==> src/hdl/lfvp_pkg.sv <==
// Shared types, sizes and helpers for the LRU frame victim picker.
// No dependencies; every other file except lfvp_ram imports this package.
package lfvp_pkg;

  localparam int LINES_PER_FRAME = 4;
  localparam int FRAME_COUNT     = 16;
  localparam int STAMP_BITS      = 32;

  localparam int LINE_COUNT = LINES_PER_FRAME * FRAME_COUNT;
  localparam int LINE_AW    = $clog2(LINE_COUNT);
  localparam int FRAME_W    = $clog2(FRAME_COUNT);
  localparam int FRAME_CW   = $clog2(FRAME_COUNT + 1);

  localparam int CMDQ_DEPTH = 4;
  localparam int CMDQ_AW    = $clog2(CMDQ_DEPTH);
  localparam int CMDQ_CW    = $clog2(CMDQ_DEPTH + 1);

  typedef enum logic [1:0] {
    OP_TOUCH = 2'd0,
    OP_STAMP = 2'd1,
    OP_CLEAR = 2'd2,
    OP_EVICT = 2'd3
  } opcode_t;

  typedef struct packed {
    opcode_t    opcode;
    logic [6:0] line_index;
  } in_item_t;

  typedef struct packed {
    logic [3:0] evict_frame;
    logic       victim_valid;
  } out_item_t;

  // classified command handed from the front to the back
  typedef struct packed {
    opcode_t              op;
    logic                 in_range;
    logic [LINE_AW-1:0]   line;
  } cmd_t;

  function automatic logic [LINE_AW-1:0] frame_base(input logic [FRAME_W-1:0] f);
    logic [LINE_AW+FRAME_W+4:0] prod;
    prod = (LINE_AW+FRAME_W+5)'(f) * (LINE_AW+FRAME_W+5)'(LINES_PER_FRAME);
    return prod[LINE_AW-1:0];
  endfunction

endpackage

==> src/hdl/lfvp_ram.sv <==
// Generic single-write, single-read RAM with registered read data.
// No dependencies.
module lfvp_ram #(
  parameter int WIDTH = 32,
  parameter int DEPTH = 64,
  parameter int AW    = $clog2(DEPTH)
) (
  input  logic             clk,
  input  logic             we,
  input  logic [AW-1:0]    waddr,
  input  logic [WIDTH-1:0] wdata,
  input  logic             re,
  input  logic [AW-1:0]    raddr,
  output logic [WIDTH-1:0] rdata
);

  logic [WIDTH-1:0] mem [DEPTH];

  always_ff @(posedge clk) begin
    if (we) begin
      mem[waddr] <= wdata;
    end
    if (re) begin
      rdata <= mem[raddr];
    end
  end

endmodule

==> src/hdl/lfvp_cmd_q.sv <==
// Short command queue between the front and the back.
// Depends on lfvp_pkg.
module lfvp_cmd_q (
  input  logic          clk,
  input  logic          rst_n,
  input  logic          push,
  input  lfvp_pkg::cmd_t push_cmd,
  output logic          full,
  input  logic          pop,
  output lfvp_pkg::cmd_t head_cmd,
  output logic          empty
);
  import lfvp_pkg::*;

  cmd_t               mem_r [CMDQ_DEPTH];
  logic [CMDQ_AW-1:0] wr_ptr_r;
  logic [CMDQ_AW-1:0] rd_ptr_r;
  logic [CMDQ_CW-1:0] cnt_r;
  logic               do_push;
  logic               do_pop;

  assign full     = (cnt_r == CMDQ_CW'(CMDQ_DEPTH));
  assign empty    = (cnt_r == '0);
  assign do_push  = push && !full;
  assign do_pop   = pop && !empty;
  assign head_cmd = mem_r[rd_ptr_r];

  always_ff @(posedge clk) begin
    if (do_push) begin
      mem_r[wr_ptr_r] <= push_cmd;
    end
    if (!rst_n) begin
      wr_ptr_r <= '0;
      rd_ptr_r <= '0;
      cnt_r    <= '0;
    end else begin
      if (do_push) begin
        wr_ptr_r <= wr_ptr_r + 1'b1;
      end
      if (do_pop) begin
        rd_ptr_r <= rd_ptr_r + 1'b1;
      end
      case ({do_push, do_pop})
        2'b10:   cnt_r <= cnt_r + 1'b1;
        2'b01:   cnt_r <= cnt_r - 1'b1;
        default: cnt_r <= cnt_r;
      endcase
    end
  end

endmodule

==> src/hdl/lfvp_front.sv <==
// Front end: accepts items, decodes the opcode, range-checks the line
// and queues the classified command. Depends on lfvp_pkg, lfvp_cmd_q.
module lfvp_front (
  input  logic              clk,
  input  logic              rst_n,
  input  logic              in_push,
  input  lfvp_pkg::in_item_t in_item,
  output logic              in_full,
  input  logic              cmd_pop,
  output lfvp_pkg::cmd_t    cmd_head,
  output logic              cmd_empty
);
  import lfvp_pkg::*;

  cmd_t cmd_new;

  always_comb begin
    cmd_new.op       = in_item.opcode;
    cmd_new.in_range = (int'(in_item.line_index) < LINE_COUNT);
    cmd_new.line     = LINE_AW'(in_item.line_index);
  end

  lfvp_cmd_q u_cmd_q (
    .clk      (clk),
    .rst_n    (rst_n),
    .push     (in_push),
    .push_cmd (cmd_new),
    .full     (in_full),
    .pop      (cmd_pop),
    .head_cmd (cmd_head),
    .empty    (cmd_empty)
  );

endmodule

==> src/hdl/lfvp_back.sv <==
// Back end: use clock, stamp store (RAM plus per-line valid bits),
// evict scan and the result queue. Depends on lfvp_pkg, lfvp_ram.
module lfvp_back (
  input  logic               clk,
  input  logic               rst_n,
  input  lfvp_pkg::cmd_t     cmd_head,
  input  logic               cmd_empty,
  output logic               cmd_pop,
  output lfvp_pkg::out_item_t out_item,
  output logic               out_empty,
  input  logic               out_pop
);
  import lfvp_pkg::*;

  typedef enum logic [1:0] {
    ST_IDLE,
    ST_SCAN,
    ST_FIN
  } state_t;

  state_t                state_r;
  logic [STAMP_BITS-1:0] use_clock_r;
  logic [LINE_COUNT-1:0] valid_r;
  logic [FRAME_CW-1:0]   iss_f_r;
  logic [FRAME_W-1:0]    pend_f_r;
  logic                  hvld_r;
  logic [STAMP_BITS-1:0] best_r;
  logic [FRAME_W-1:0]    best_f_r;

  out_item_t             res_q_r [2];
  logic                  res_wp_r;
  logic                  res_rp_r;
  logic [1:0]            res_cnt_r;

  logic                  start;
  logic                  res_push;
  out_item_t             res_new;
  logic                  res_pop;
  logic [STAMP_BITS-1:0] clock_inc;
  logic [STAMP_BITS-1:0] head_stamp;
  logic                  ram_we;
  logic [LINE_AW-1:0]    ram_waddr;
  logic [STAMP_BITS-1:0] ram_wdata;
  logic                  ram_re;
  logic [LINE_AW-1:0]    ram_raddr;
  logic [STAMP_BITS-1:0] ram_rdata;
  logic                  scan_more;
  logic [LINE_AW-1:0]    fin_base;

  // the result slot is reserved when a command starts
  assign start     = (state_r == ST_IDLE) && !cmd_empty && (res_cnt_r != 2'd2);
  assign cmd_pop   = start;
  assign clock_inc = (use_clock_r == '1) ? use_clock_r : use_clock_r + 1'b1;
  assign head_stamp = hvld_r ? ram_rdata : '0;
  assign scan_more = (iss_f_r < FRAME_CW'(FRAME_COUNT));
  assign fin_base  = frame_base(best_f_r);
  assign res_pop   = out_pop && !out_empty;
  assign out_empty = (res_cnt_r == 2'd0);
  assign out_item  = res_q_r[res_rp_r];

  always_comb begin
    ram_we    = 1'b0;
    ram_waddr = cmd_head.line;
    ram_wdata = use_clock_r;
    ram_re    = 1'b0;
    ram_raddr = frame_base('0);
    res_push  = 1'b0;
    res_new   = '0;
    case (state_r)
      ST_IDLE: begin
        if (start) begin
          case (cmd_head.op)
            OP_TOUCH: begin
              ram_we    = cmd_head.in_range;
              ram_wdata = clock_inc;
              res_push  = 1'b1;
            end
            OP_STAMP: begin
              ram_we   = cmd_head.in_range;
              res_push = 1'b1;
            end
            OP_CLEAR: begin
              res_push = 1'b1;
            end
            default: begin
              ram_re = 1'b1;
            end
          endcase
        end
      end
      ST_SCAN: begin
        ram_re    = scan_more;
        ram_raddr = frame_base(iss_f_r[FRAME_W-1:0]);
      end
      ST_FIN: begin
        res_push             = 1'b1;
        res_new.evict_frame  = 4'(best_f_r);
        res_new.victim_valid = 1'b1;
      end
      default: begin
      end
    endcase
  end

  always_ff @(posedge clk) begin
    if (res_push) begin
      res_q_r[res_wp_r] <= res_new;
    end
    if (!rst_n) begin
      state_r     <= ST_IDLE;
      use_clock_r <= '0;
      valid_r     <= '0;
      res_wp_r    <= 1'b0;
      res_rp_r    <= 1'b0;
      res_cnt_r   <= 2'd0;
      iss_f_r     <= '0;
      pend_f_r    <= '0;
      hvld_r      <= 1'b0;
      best_r      <= '0;
      best_f_r    <= '0;
    end else begin
      case (state_r)
        ST_IDLE: begin
          if (start) begin
            case (cmd_head.op)
              OP_TOUCH: begin
                use_clock_r <= clock_inc;
                if (cmd_head.in_range) begin
                  valid_r[cmd_head.line] <= 1'b1;
                end
              end
              OP_STAMP: begin
                if (cmd_head.in_range) begin
                  valid_r[cmd_head.line] <= 1'b1;
                end
              end
              OP_CLEAR: begin
                if (cmd_head.in_range) begin
                  valid_r[cmd_head.line] <= 1'b0;
                end
              end
              default: begin
                hvld_r   <= valid_r[ram_raddr];
                pend_f_r <= '0;
                iss_f_r  <= FRAME_CW'(1);
                state_r  <= ST_SCAN;
              end
            endcase
          end
        end
        ST_SCAN: begin
          // strict compare keeps the lowest frame on ties
          if (pend_f_r == '0 || head_stamp < best_r) begin
            best_r   <= head_stamp;
            best_f_r <= pend_f_r;
          end
          if (scan_more) begin
            hvld_r   <= valid_r[ram_raddr];
            pend_f_r <= iss_f_r[FRAME_W-1:0];
            iss_f_r  <= iss_f_r + 1'b1;
          end else begin
            state_r <= ST_FIN;
          end
        end
        ST_FIN: begin
          for (int k = 0; k < LINES_PER_FRAME; k++) begin
            valid_r[fin_base + LINE_AW'(k)] <= 1'b0;
          end
          state_r <= ST_IDLE;
        end
        default: begin
          state_r <= ST_IDLE;
        end
      endcase

      if (res_push) begin
        res_wp_r <= !res_wp_r;
      end
      if (res_pop) begin
        res_rp_r <= !res_rp_r;
      end
      case ({res_push, res_pop})
        2'b10:   res_cnt_r <= res_cnt_r + 1'b1;
        2'b01:   res_cnt_r <= res_cnt_r - 1'b1;
        default: res_cnt_r <= res_cnt_r;
      endcase
    end
  end

  lfvp_ram #(
    .WIDTH (STAMP_BITS),
    .DEPTH (LINE_COUNT)
  ) u_stamp_ram (
    .clk   (clk),
    .we    (ram_we),
    .waddr (ram_waddr),
    .wdata (ram_wdata),
    .re    (ram_re),
    .raddr (ram_raddr),
    .rdata (ram_rdata)
  );

endmodule

==> src/hdl/lru_frame_victim_picker.sv <==
// LRU frame victim picker. Touch, stamp and clear each complete as the
// command is taken from the queue; evict scans the frame-head stamps
// serially through the single read port of the stamp RAM.
// A 4-deep command queue decouples intake from execution. Synchronous
// active-low reset empties both queues, zeroes the use clock and marks
// every stamp as zero at once.
module lru_frame_victim_picker (
  input  logic                clk,
  input  logic                rst_n,
  input  logic                in_push,
  input  lfvp_pkg::in_item_t  in_item,
  output logic                in_full,
  output logic                out_empty,
  input  logic                out_pop,
  output lfvp_pkg::out_item_t out_item
);
  import lfvp_pkg::*;

  cmd_t cmd_head;
  logic cmd_empty;
  logic cmd_pop;

  lfvp_front u_front (
    .clk       (clk),
    .rst_n     (rst_n),
    .in_push   (in_push),
    .in_item   (in_item),
    .in_full   (in_full),
    .cmd_pop   (cmd_pop),
    .cmd_head  (cmd_head),
    .cmd_empty (cmd_empty)
  );

  lfvp_back u_back (
    .clk       (clk),
    .rst_n     (rst_n),
    .cmd_head  (cmd_head),
    .cmd_empty (cmd_empty),
    .cmd_pop   (cmd_pop),
    .out_item  (out_item),
    .out_empty (out_empty),
    .out_pop   (out_pop)
  );

endmodule

==> config.mk <==
export PLATFORM = sky130hd
export DESIGN_NAME = lru_frame_victim_picker
export DESIGN_NICKNAME = d
export VERILOG_FILES = /design/src/hdl/lfvp_pkg.sv /design/src/hdl/lfvp_ram.sv /design/src/hdl/lfvp_cmd_q.sv /design/src/hdl/lfvp_front.sv /design/src/hdl/lfvp_back.sv /design/src/hdl/lru_frame_victim_picker.sv
export SDC_FILE = /design/constraint.sdc
export NUM_CORES = 1
export LEC_CHECK = 0
export BUFFER_PORTS_ARGS = -buffer_cell sky130_fd_sc_hd__buf_2
export CAP_MARGIN = 20
export CORE_UTILIZATION = 40
export DETAILED_ROUTE_END_ITERATION = 8
export PLACE_DENSITY_LB_ADDON = 0.3
export SLEW_MARGIN = 40
export SYNTH_ARGS = -nofsm -noshare
export SYNTH_HDL_FRONTEND = slang
export SYNTH_SLANG_ARGS = --single-unit
==> constraint.sdc <==
create_clock -name clk -period 4.25 [get_ports clk]
set_clock_uncertainty 0.05 [all_clocks]
set_input_delay 0.2125 -clock clk [delete_from_list [all_inputs] [get_ports clk]]
set_output_delay 0.2125 -clock clk [all_outputs]
set_load 0.01 [all_outputs]
# Yosys cells after proc, flatten, opt, wreduce, memory -nomap -nowiden
# Memories as Yosys holds them, arrays and structs flattened. A register that Yosys moved wholly into a read port is not among the register bits.
# Index checks and enable logic that the tools add are counted.
totals:
  elab_cells: 163
  regBits: 155
  input_bits: 13
  ram_bits: 2094
  mem_bits_ro: 0
  mem_count: 3
  latchBits: 0
classes:
  shifts: 0
  reduce_logical: 31
  muxes: 61
  n_bitwise: 11
  n_mul: 0
  add_sub_neg: 11
  div: 0
  n_eq_ne: 18
  order_cmp: 14
memory_table:
  columns: ["name", "depth", "word_bits", "read_ports", "rd_ports_with_merged_regs", "wr", "line", "rtl"]
  rows:
  - ["u_back.u_stamp_ram.mem", 64, 32, 1, 1, 1, "lfvp_ram.sv:17", "logic [WIDTH-1:0] mem [DEPTH];"]
  - ["u_front.u_cmd_q.mem_r", 4, 9, 1, 1, 1, "lfvp_cmd_q.sv:15", "cmd_t mem_r [CMDQ_DEPTH];"]
  - ["u_back.res_q_r", 2, 5, 1, 1, 1, "lfvp_back.sv:30", "out_item_t res_q_r [2];"]
ops:
  columns: ["cell", "n"]
  rows:
  - ["$and A64 B64 Y64", 5]
  - ["$not A64 Y64", 4]
  - ["$pmux W64 S2", 2]
  - ["$mux W64", 3]
  - ["$mux W32", 5]
  - ["$not A61 Y64", 1]
  - ["$or A64 B64 Y64", 1]
  - ["$lt A6 B7 Y1 const B", 6]
  - ["$add A32 B1 Y32 const B", 1]
  - ["$eq A32 B32 Y1 const B", 1]
  - ["$lt A32 B32 Y1", 1]
  - ["$ge A6 B1 Y1 const B", 5]
  - ["$demux W1 S6", 4]
  - ["$mux W1", 24]
  - ["$mux W5", 4]
  - ["$add A6 B2 Y6 const B", 2]
  - ["$mux W4", 3]
  - ["$logic_and A1 B1 Y1", 10]
  - ["$mux W2", 5]
  - ["$pmux W5 S2", 1]
  - ["$ne A3 B3 Y1 const B", 3]
  - ["$eq A2 B1 Y1 const B", 4]
  - ["$eq A2 B2 Y1 const B", 4]
  - ["$ne A2 B2 Y1 const B", 4]
  - ["29 further kinds", 43]

# Longest topological paths before layout
# Gate-level depths: netlist of run 1.
depth:
  ltp_word: 10
  ltp_mapped: 11

# Cells and area by module
# Synthesis of run 1 repeated with hierarchy kept, for this count alone.
hier_totals:
  hier_cells: 4149
  area_unflattened_um2: 86869.6
by_module_without_submodules:
  columns: ["module", "area_per_inst_um2", "seq_area_each_um2", "n_inst", "cells_each"]
  rows:
  - ["lfvp_ram", 78833.1, 62459.9, 1, 3324]
  - ["lfvp_back", 6246.0, 2322.2, 1, 723]
  - ["lfvp_cmd_q", 1786.7, 1261.2, 1, 101]
  - ["lfvp_front", 3.8, 0.0, 1, 1]

# Least setup slack after synthesis of run 1
# Ideal clock, no wire load.
synth_path:
  path_kind: "register -> register"
  startpoint: "reg with a tool-made name"
  endpoint: "mem u_back.u_stamp_ram.mem[0][0], enable pin"
  path_slack_ps: 935
  arrival_ps: 2844
  stages_incl_launch_ff: 5
  setup_time_ps: 421
  cell_sequence: "dfxtp_1 -> buf_6 -> mux4_2 -> or3b_1 -> nor2_1"
synth_rtl:
  columns: ["element", "line"]
  rows:
  - ["end: declaration", "lfvp_ram.sv:17"]

# Worst setup path in the final report of run 1
layout_path:
  startpoint: "reg u_back.hvld_r"
  endpoint: "reg u_back.best_r[9]"
layout_via:
  elab_chain_len: 4
layout_lines:
  columns: ["element", "line", "rtl"]
  rows:
  - ["start: declaration", "lfvp_back.sv:26", "logic hvld_r;"]
  - ["start signal: assignment", "lfvp_back.sv:143", "hvld_r <= valid_r[ram_raddr];"]
  - ["start signal: assignment", "lfvp_back.sv:158", "hvld_r <= valid_r[ram_raddr];"]
  - ["$mux W32", "lfvp_back.sv:54", "assign head_stamp = hvld_r ? ram_rdata : '0;"]
  - ["named net u_back.head_stamp[5]", "lfvp_back.sv:40", "logic [STAMP_BITS-1:0] head_stamp;"]
  - ["$lt A32 B32 Y1", "lfvp_back.sv:153", "if (pend_f_r == '0 || head_stamp < best_r) begin"]
  - ["$logic_or A1 B1 Y1", "lfvp_back.sv:153", null]
  - ["$reduce_and A2 Y1 (no line)", null, null]
  - ["end signal: assignment", "lfvp_back.sv:154", "best_r <= head_stamp;"]
  - ["end: declaration", "lfvp_back.sv:27", "logic [STAMP_BITS-1:0] best_r;"]
# The timed path passes the listed nets, and every way through them passes these cells.
# A chain may end at the register's enable or synchronous reset.

==> reports/qor.yml, run 1 <==
worst_hold_path:
  worstHoldPathCells: 4
  hold_path.class: "input pin to flip-flop"
die:
  initial_core_util: 0.404
  die_h_um: 273
  die_w_um: 273
  die-area_um2: 74600
  core_um2: 72800
  io_pins: 20
  num_rows: 99
detailed_routing:
  viasPerCell: 5.53
  drc: 0
  num_vias: 17800
  totalWireLength_mm: 72.6
  drtIter0Drc: 1484
  wl_per_cell_um: 22.6
  firstDrtPassIters: 5
  antenna_left: 0
finish:
  nNetsFinal: 2248
  fin_util: 0.461
  areaGrowthSynthToFinish_pct: 14.1
  register_area_um2: 19900
  multi_input_area_um2: 8970
  post-route-cell-area_um2: 33600
  nFillCells: 6321
  drive_gt1_frac: 0.160
timing:
  rsz0062_at_grt: "false"
  fin_crit_ps: 3290
  post-route-period-util: 0.774
  slew_headroom: 0.433
  finalHoldViolations: 0
  worst_slew_pin_slew_ps: 851
  fmax_mhz: 304
  fin_tns_setup_ps: 0
  setup_viol: 0
  drv_slew: 0
synthesis:
  yosysTopAreaCell: "edfxtp_1"
  yosys_warnings: 0
  dominantRegCellSynth: "edfxtp_1"
  syn_area_per_cell_um2: 13.7
  ys_seq_area_frac: 0.677
  synth_seq_cells: 700
  ys_types: 64
  synthTopCellsByArea: "edfxtp_1 (60%), dfxtp_1 (7.5%), mux2i_1 (4.8%)"
  async_reset_ff_frac: 0
  yosysMostFrequentCell: "edfxtp_1"
  netlist_area_um2: 29400
  yosysTopAreaCellShare: 0.602
  ys_top_cells_by_count: "edfxtp_1 (590), a21oi_1 (158), o21ai_0 (150)"
  synth_edf_count: 590
  syn_inst: 2141
  synth_fp_nets: 2194
clocking:
  cts_tree: "done"
  clkLatencyLatePin_ps: 630
  cts-root-buf: "clkbuf_16"
  cts_sinks: 700
  numCtsBuffers: 74
  cts_setup_buffers: 0
  cts_resized: 0
  cts-htree-levels: 3
  clkTransAtPathRegs_ps: 60
  cts_max_path_buffers: 3
grt:
  grt_pass1_wl_mm: 110
  grt_start_max_net_pins: 123
  track_usage: 0.196
  antenna_found_initial: 0
  overflow: 0
  grt_pass1_vias: 17600
worst_setup_path:
  ff2ff_path_depth: 10
  crit_type: "flip-flop to flip-flop"
  path_max_fanout: 25
  required_ps: 4720
  crit_arrival_ps: 3760
  regToRegSetupSlack_ps: 960
  start_kind: "flip-flop"
  end_kind: "flip-flop"
power_and_ir_drop:
  p_leak_nw: 10.6
  irDropWorstVdd_mv: 0.328
  switching_share: 0.267
  switching_power_mw: 4.48
  p_int_mw: 12.3
  p_total_mw: 16.8
  p_per_area_nw_per_um2: 500
  p_clk_frac: 0.375
  p_seq_frac: 0.472
  combPwrFrac: 0.153
status:
  status: "complete, no violations"
placed_design:
  place_area_um2: 31100
  place_congestion: 0.840
  dpl.hpwl_mm: 44.4
  portBuffers: 19
run:
  maxCapViolations: 0
-- final cells by class --
type | instances | area share
diodes | 1 | 0.0000746
clock buffers | 97 | 0.0590
clock inverters | 39 | 0.0111
inverters | 46 | 0.00515
multi-input cells | 1263 | 0.267
flip-flops and latches | 700 | 0.594
well taps | 959 | 0.0358
repair buffers | 110 | 0.0277
-- cells in the final DEF (no fill, tap or decap), types with 11 or more instances in the layout --
master / count
dfxtp_1: 107
a221o_1: 32
nor2_4: 19
mux2i_1: 142
nand3_1: 56
and2_1: 83
clkinv_2: 14
clkinv_1: 12
a21oi_1: 158
nand4_1: 17
inv_1: 45
buf_4: 74
clkbuf_16: 75
nand2_1: 141
nor2_1: 65
and3_1: 47
ha_1: 39
edfxtp_1: 590
nor3_1: 11
nor2b_1: 13
o221ai_1: 37
mux2_2: 104
clkbuf_1: 20
xnor2_1: 33
o21ai_0: 150
buf_2: 18
-- worst max-delay path, cell delays in order, from the launching register on --
cell and delay, ps:
dfxtp_1 700, buf_4 270, and2_1 170, ha_1 250, a21oi_1 170, o21ai_0 100, a21oi_1 190, o211ai_1 190
a31oi_4 580, buf_12 290, mux2i_1 240
-- cell families after synthesis --
family          share of synthesized area
xor+xnor                           0.0122
flops                               0.677
mux                                0.0942
fa+ha+maj                          0.0173
buf+inv                            0.0245
compound gates                     0.0861
simple gates                       0.0886
-- layer usage --
metal  routed length (um)  GRT usage  vias to the layer above
li1                     -          -                     8189
met1                31800      0.267                     8940
met2                33900      0.310                      530
met3                 4690     0.0429                      106
met4                 2130     0.0657                        0
met5                    0          0                        -
-- metrics by stage --
stage	setup slack [ps]	instances	hold WS, ps
global placement	1010	3067	386
detailed placement	933	3069	394
finish	960	3215	63.5
floorplan	935	2141	261
CTS	930	3214	27.9
global route	642	3214	77.2
-- flip-flops by register name (all words and copies together), names as in the netlist, named ones only --
signal,flops
u_back.iss_f_r,5
u_back.best_r,32
u_back.best_f_r,4
u_back.state_r,2
u_back.use_clock_r,32
u_back.u_stamp_ram.mem,512
u_back.res_cnt_r,2
u_back.pend_f_r,4
u_front.u_cmd_q.mem_r,36
u_back.res_q_r,10
u_back.res_wp_r,1
u_front.u_cmd_q.wr_ptr_r,2
u_front.u_cmd_q.rd_ptr_r,2
u_back.res_rp_r,1
u_back.u_stamp_ram.rdata,32
u_back.hvld_r,1
u_front.u_cmd_q.cnt_r,3
-- timing repair --
| action | in CTS | in global routing |
|---|---|---|
| setup endpoints to repair | 0 | 0 |
| hold buffers | 9 | 0 |
| endpoints found under the hold margin | 36 | 0 |
-- worst paths after layout --
kind,startpoint,endpoint
min reg2reg,u_back.best_r[6],u_back.best_r[6]
max reg2reg,u_back.hvld_r,u_back.best_r[9]
max,u_back.hvld_r,u_back.best_r[9]
min,out_pop,u_back.res_rp_r
-- power groups by stage --
| stage | sequential, mW | combinational (mW) | clock, mW |
|---|---|---|---|
| 6_report | 7.93 | 2.56 | 6.30 |
| 5_1_grt | 7.96 | 2.76 | 6.70 |
| 4_1_cts | 7.93 | 2.57 | 6.42 |
| 3_5_place_dp | 8.07 | 2.56 | 0 |
| 3_3_place_gp | 8.06 | 2.51 | 0 |
| 2_1_floorplan | 7.99 | 1.71 | 0 |
No activity file was read; power rests on OpenSTA's default activity.
==> inputs of run 2 (changes only) <==
--- a/config.mk
+++ b/config.mk
@@ -5,6 +5,7 @@
 export SDC_FILE = /design/constraint.sdc
 export NUM_CORES = 1
 export LEC_CHECK = 0
+export ABC_AREA = 1
 export BUFFER_PORTS_ARGS = -buffer_cell sky130_fd_sc_hd__buf_2
 export CAP_MARGIN = 20
 export CORE_UTILIZATION = 40
==> constraint.sdc (replaced) <==
create_clock -name clk -period 3.4 [get_ports clk]
set_clock_uncertainty 0.05 [all_clocks]
set_input_delay 0.17 -clock clk [delete_from_list [all_inputs] [get_ports clk]]
set_output_delay 0.17 -clock clk [all_outputs]
set_load 0.01 [all_outputs]
==> reports/qor.yml, run 2 <==
worst_setup_path:
  start_kind: "flip-flop"
  slowest_delay_ps: 550
  path_max_fanout: 19
  crit_slowest_cell: "dfxtp_2"
  end_kind: "flip-flop"
  crit_top_cell: "nand2_1"
  required_ps: 3710
  crit_path_cell_trace: "inv_4, nand2_1, nand3_1, nand2_1, nand2_4, inv_1, nand3_1, nor4_1, nand2_1, nand2_1, nand2_1, inv_1"
  crit_type: "flip-flop to flip-flop"
  crit_arrival_ps: 3150
clocking:
  cts_sinks: 700
  cts-htree-levels: 3
  cts-root-buf: "clkbuf_16"
  cts_max_path_buffers: 3
  cts_tree: "done"
  clkLatencyLatePin_ps: 630
  cts_setup_buffers: 0
  numCtsBuffers: 74
  clkTransAtPathRegs_ps: 60
synthesis:
  syn_area_per_cell_um2: 11.0
  ys_seq_area_frac: 0.673
  yosysMostFrequentCell: "edfxtp_1"
  ys_top_cells_by_count: "edfxtp_1 (590), nor2_1 (562), nand2_1 (303)"
  netlist_area_um2: 29600
  ys_types: 51
  yosys_warnings: 0
  synth_edf_count: 590
  async_reset_ff_frac: 0
  yosysTopAreaCellShare: 0.599
  syn_inst: 2690
  yosysTopAreaCell: "edfxtp_1"
  synth_seq_cells: 700
  dominantRegCellSynth: "edfxtp_1"
  synthTopCellsByArea: "edfxtp_1 (60%), dfxtp_1 (7.4%), nor2_1 (7.1%)"
  synth_fp_nets: 2743
placed_design:
  dp_cells: 3593
  dpl.hpwl_mm: 45.7
  portBuffers: 19
  place_congestion: 0.937
  place_ws_ps: 352
  place_area_um2: 31300
timing:
  setup_viol: 0
  worst_slew_pin_slew_ps: 856
  whs_ps: 256
  drv_slew: 0
  finalHoldViolations: 0
  fin_crit_ps: 2840
  slew_headroom: 0.429
  rsz0062_at_grt: "false"
  post-route-period-util: 0.836
  fmax_mhz: 352
  fin_tns_setup_ps: 0
  layout_setup_ws_ps: 559
die:
  die_h_um: 274
  io_pins: 20
  core_um2: 73100
  die_w_um: 274
  initial_core_util: 0.405
  num_rows: 99
  die-area_um2: 75100
detailed_routing:
  firstDrtPassIters: 8
  drtIter0Drc: 2086
  totalWireLength_mm: 80.3
  antenna_left: 0
  viasPerCell: 5.48
  num_vias: 20500
  drc: 0
  wl_per_cell_um: 21.5
power_and_ir_drop:
  p_leak_nw: 12.1
  p_total_mw: 23.3
  p_per_area_nw_per_um2: 689
  irDropWorstVdd_mv: 0.615
finish:
  nFillCells: 6578
  areaGrowthSynthToFinish_pct: 14.0
  fin_util: 0.462
  final_cells: 3742
  reg.largest.list: "u_back.u_stamp_ram.mem x512, u_front.u_cmd_q.mem_r x36"
  final_common_cell: "edfxtp_1"
  post-route-cell-area_um2: 33800
  regMostFlops: "u_back.u_stamp_ram.mem"
  final_cell_mix: "edfxtp_1 (590), nor2_1 (544), nand2_1 (303)"
  largest_reg_flops: 512
  drive_gt1_frac: 0.0974
  nNetsFinal: 2775
run:
  maxCapViolations: 0
grt:
  track_usage: 0.214
  grt_pass1_wl_mm: 120
  grt_pass1_vias: 19800
  overflow: 0
  antenna_found_initial: 5
  grt_start_max_net_pins: 103
status:
  status: "complete, no violations"
worst_hold_path:
  hold_path.class: "input pin to flip-flop"
run 2: worst paths after layout:
kind                        start                             end  slack (ps)  cells after the start
hold / removal         in_item[5]     u_front.u_cmd_q.mem_r[2][5]         260                      2
setup reg to reg        flip-flop  u_back.u_stamp_ram.mem[44][22]         560                     12
hold reg to reg   u_back.res_rp_r                       flip-flop         410                      1
setup / recovery        flip-flop  u_back.u_stamp_ram.mem[44][22]         560                     12
run 2: kinds of logic (layout without fill, tap and decap cells):
kind of cell / Yosys count / in the layout / share of synthesized area
and+or+nand+nor: 1007 / 1007 / 0.139
DFF: 700 / 700 / 0.673
AOI/OAI and AO/OA: 598 / 598 / 0.118
buffers and inverters: 321 / 413 / 0.0441
adders and majority gates: 40 / 40 / 0.0172
xor gates and xnor gates: 19 / 19 / 0.00588
muxes: 5 / 5 / 0.00190
other: 0 / 1 / 0
run 2: power by group:
part           internal (mW)  total (mW)  switching (mW)
Combinational           1.47        5.09            3.62
Clock                   4.47        7.82            3.35
Sequential              10.1        10.4           0.311
Total                   16.0        23.3            7.28
run 2: repair_timing:
item                       4_1_cts  5_1_grt
hold endpoints to repair        50        0
hold buffers                    12        0
resized for setup                0        1
setup endpoints to repair        0       16
run 2: worst max-delay path: cells and delay by family, from the launching register on:
kind / cells / cell delay, ps
simple gates: 9 / 1180
flops: 1 / 550
buf+inv: 3 / 790
run 2: layout make-up:
| cell class | instances | area, um2 | share of cell area |
|---|---|---|---|
| antenna | 1 | 2.50 | 0.0000741 |
| clock buffer | 86 | 1930 | 0.0571 |
| clock inverter | 50 | 407 | 0.0120 |
| inverter | 175 | 671 | 0.0199 |
| multi-input combinational | 1669 | 8530 | 0.253 |
| sequential | 700 | 19900 | 0.590 |
| tap | 959 | 1200 | 0.0356 |
| timing repair buffer | 102 | 1100 | 0.0325 |
run 2: metal layers:
metal  track usage  vias to the layer above  routed length (um)
li1              -                     9533                   -
met3        0.0501                      142                6440
met2         0.342                      732               37500
met4        0.0643                        0                1980
met5             0                        -                   0
met1         0.290                    10100               34400
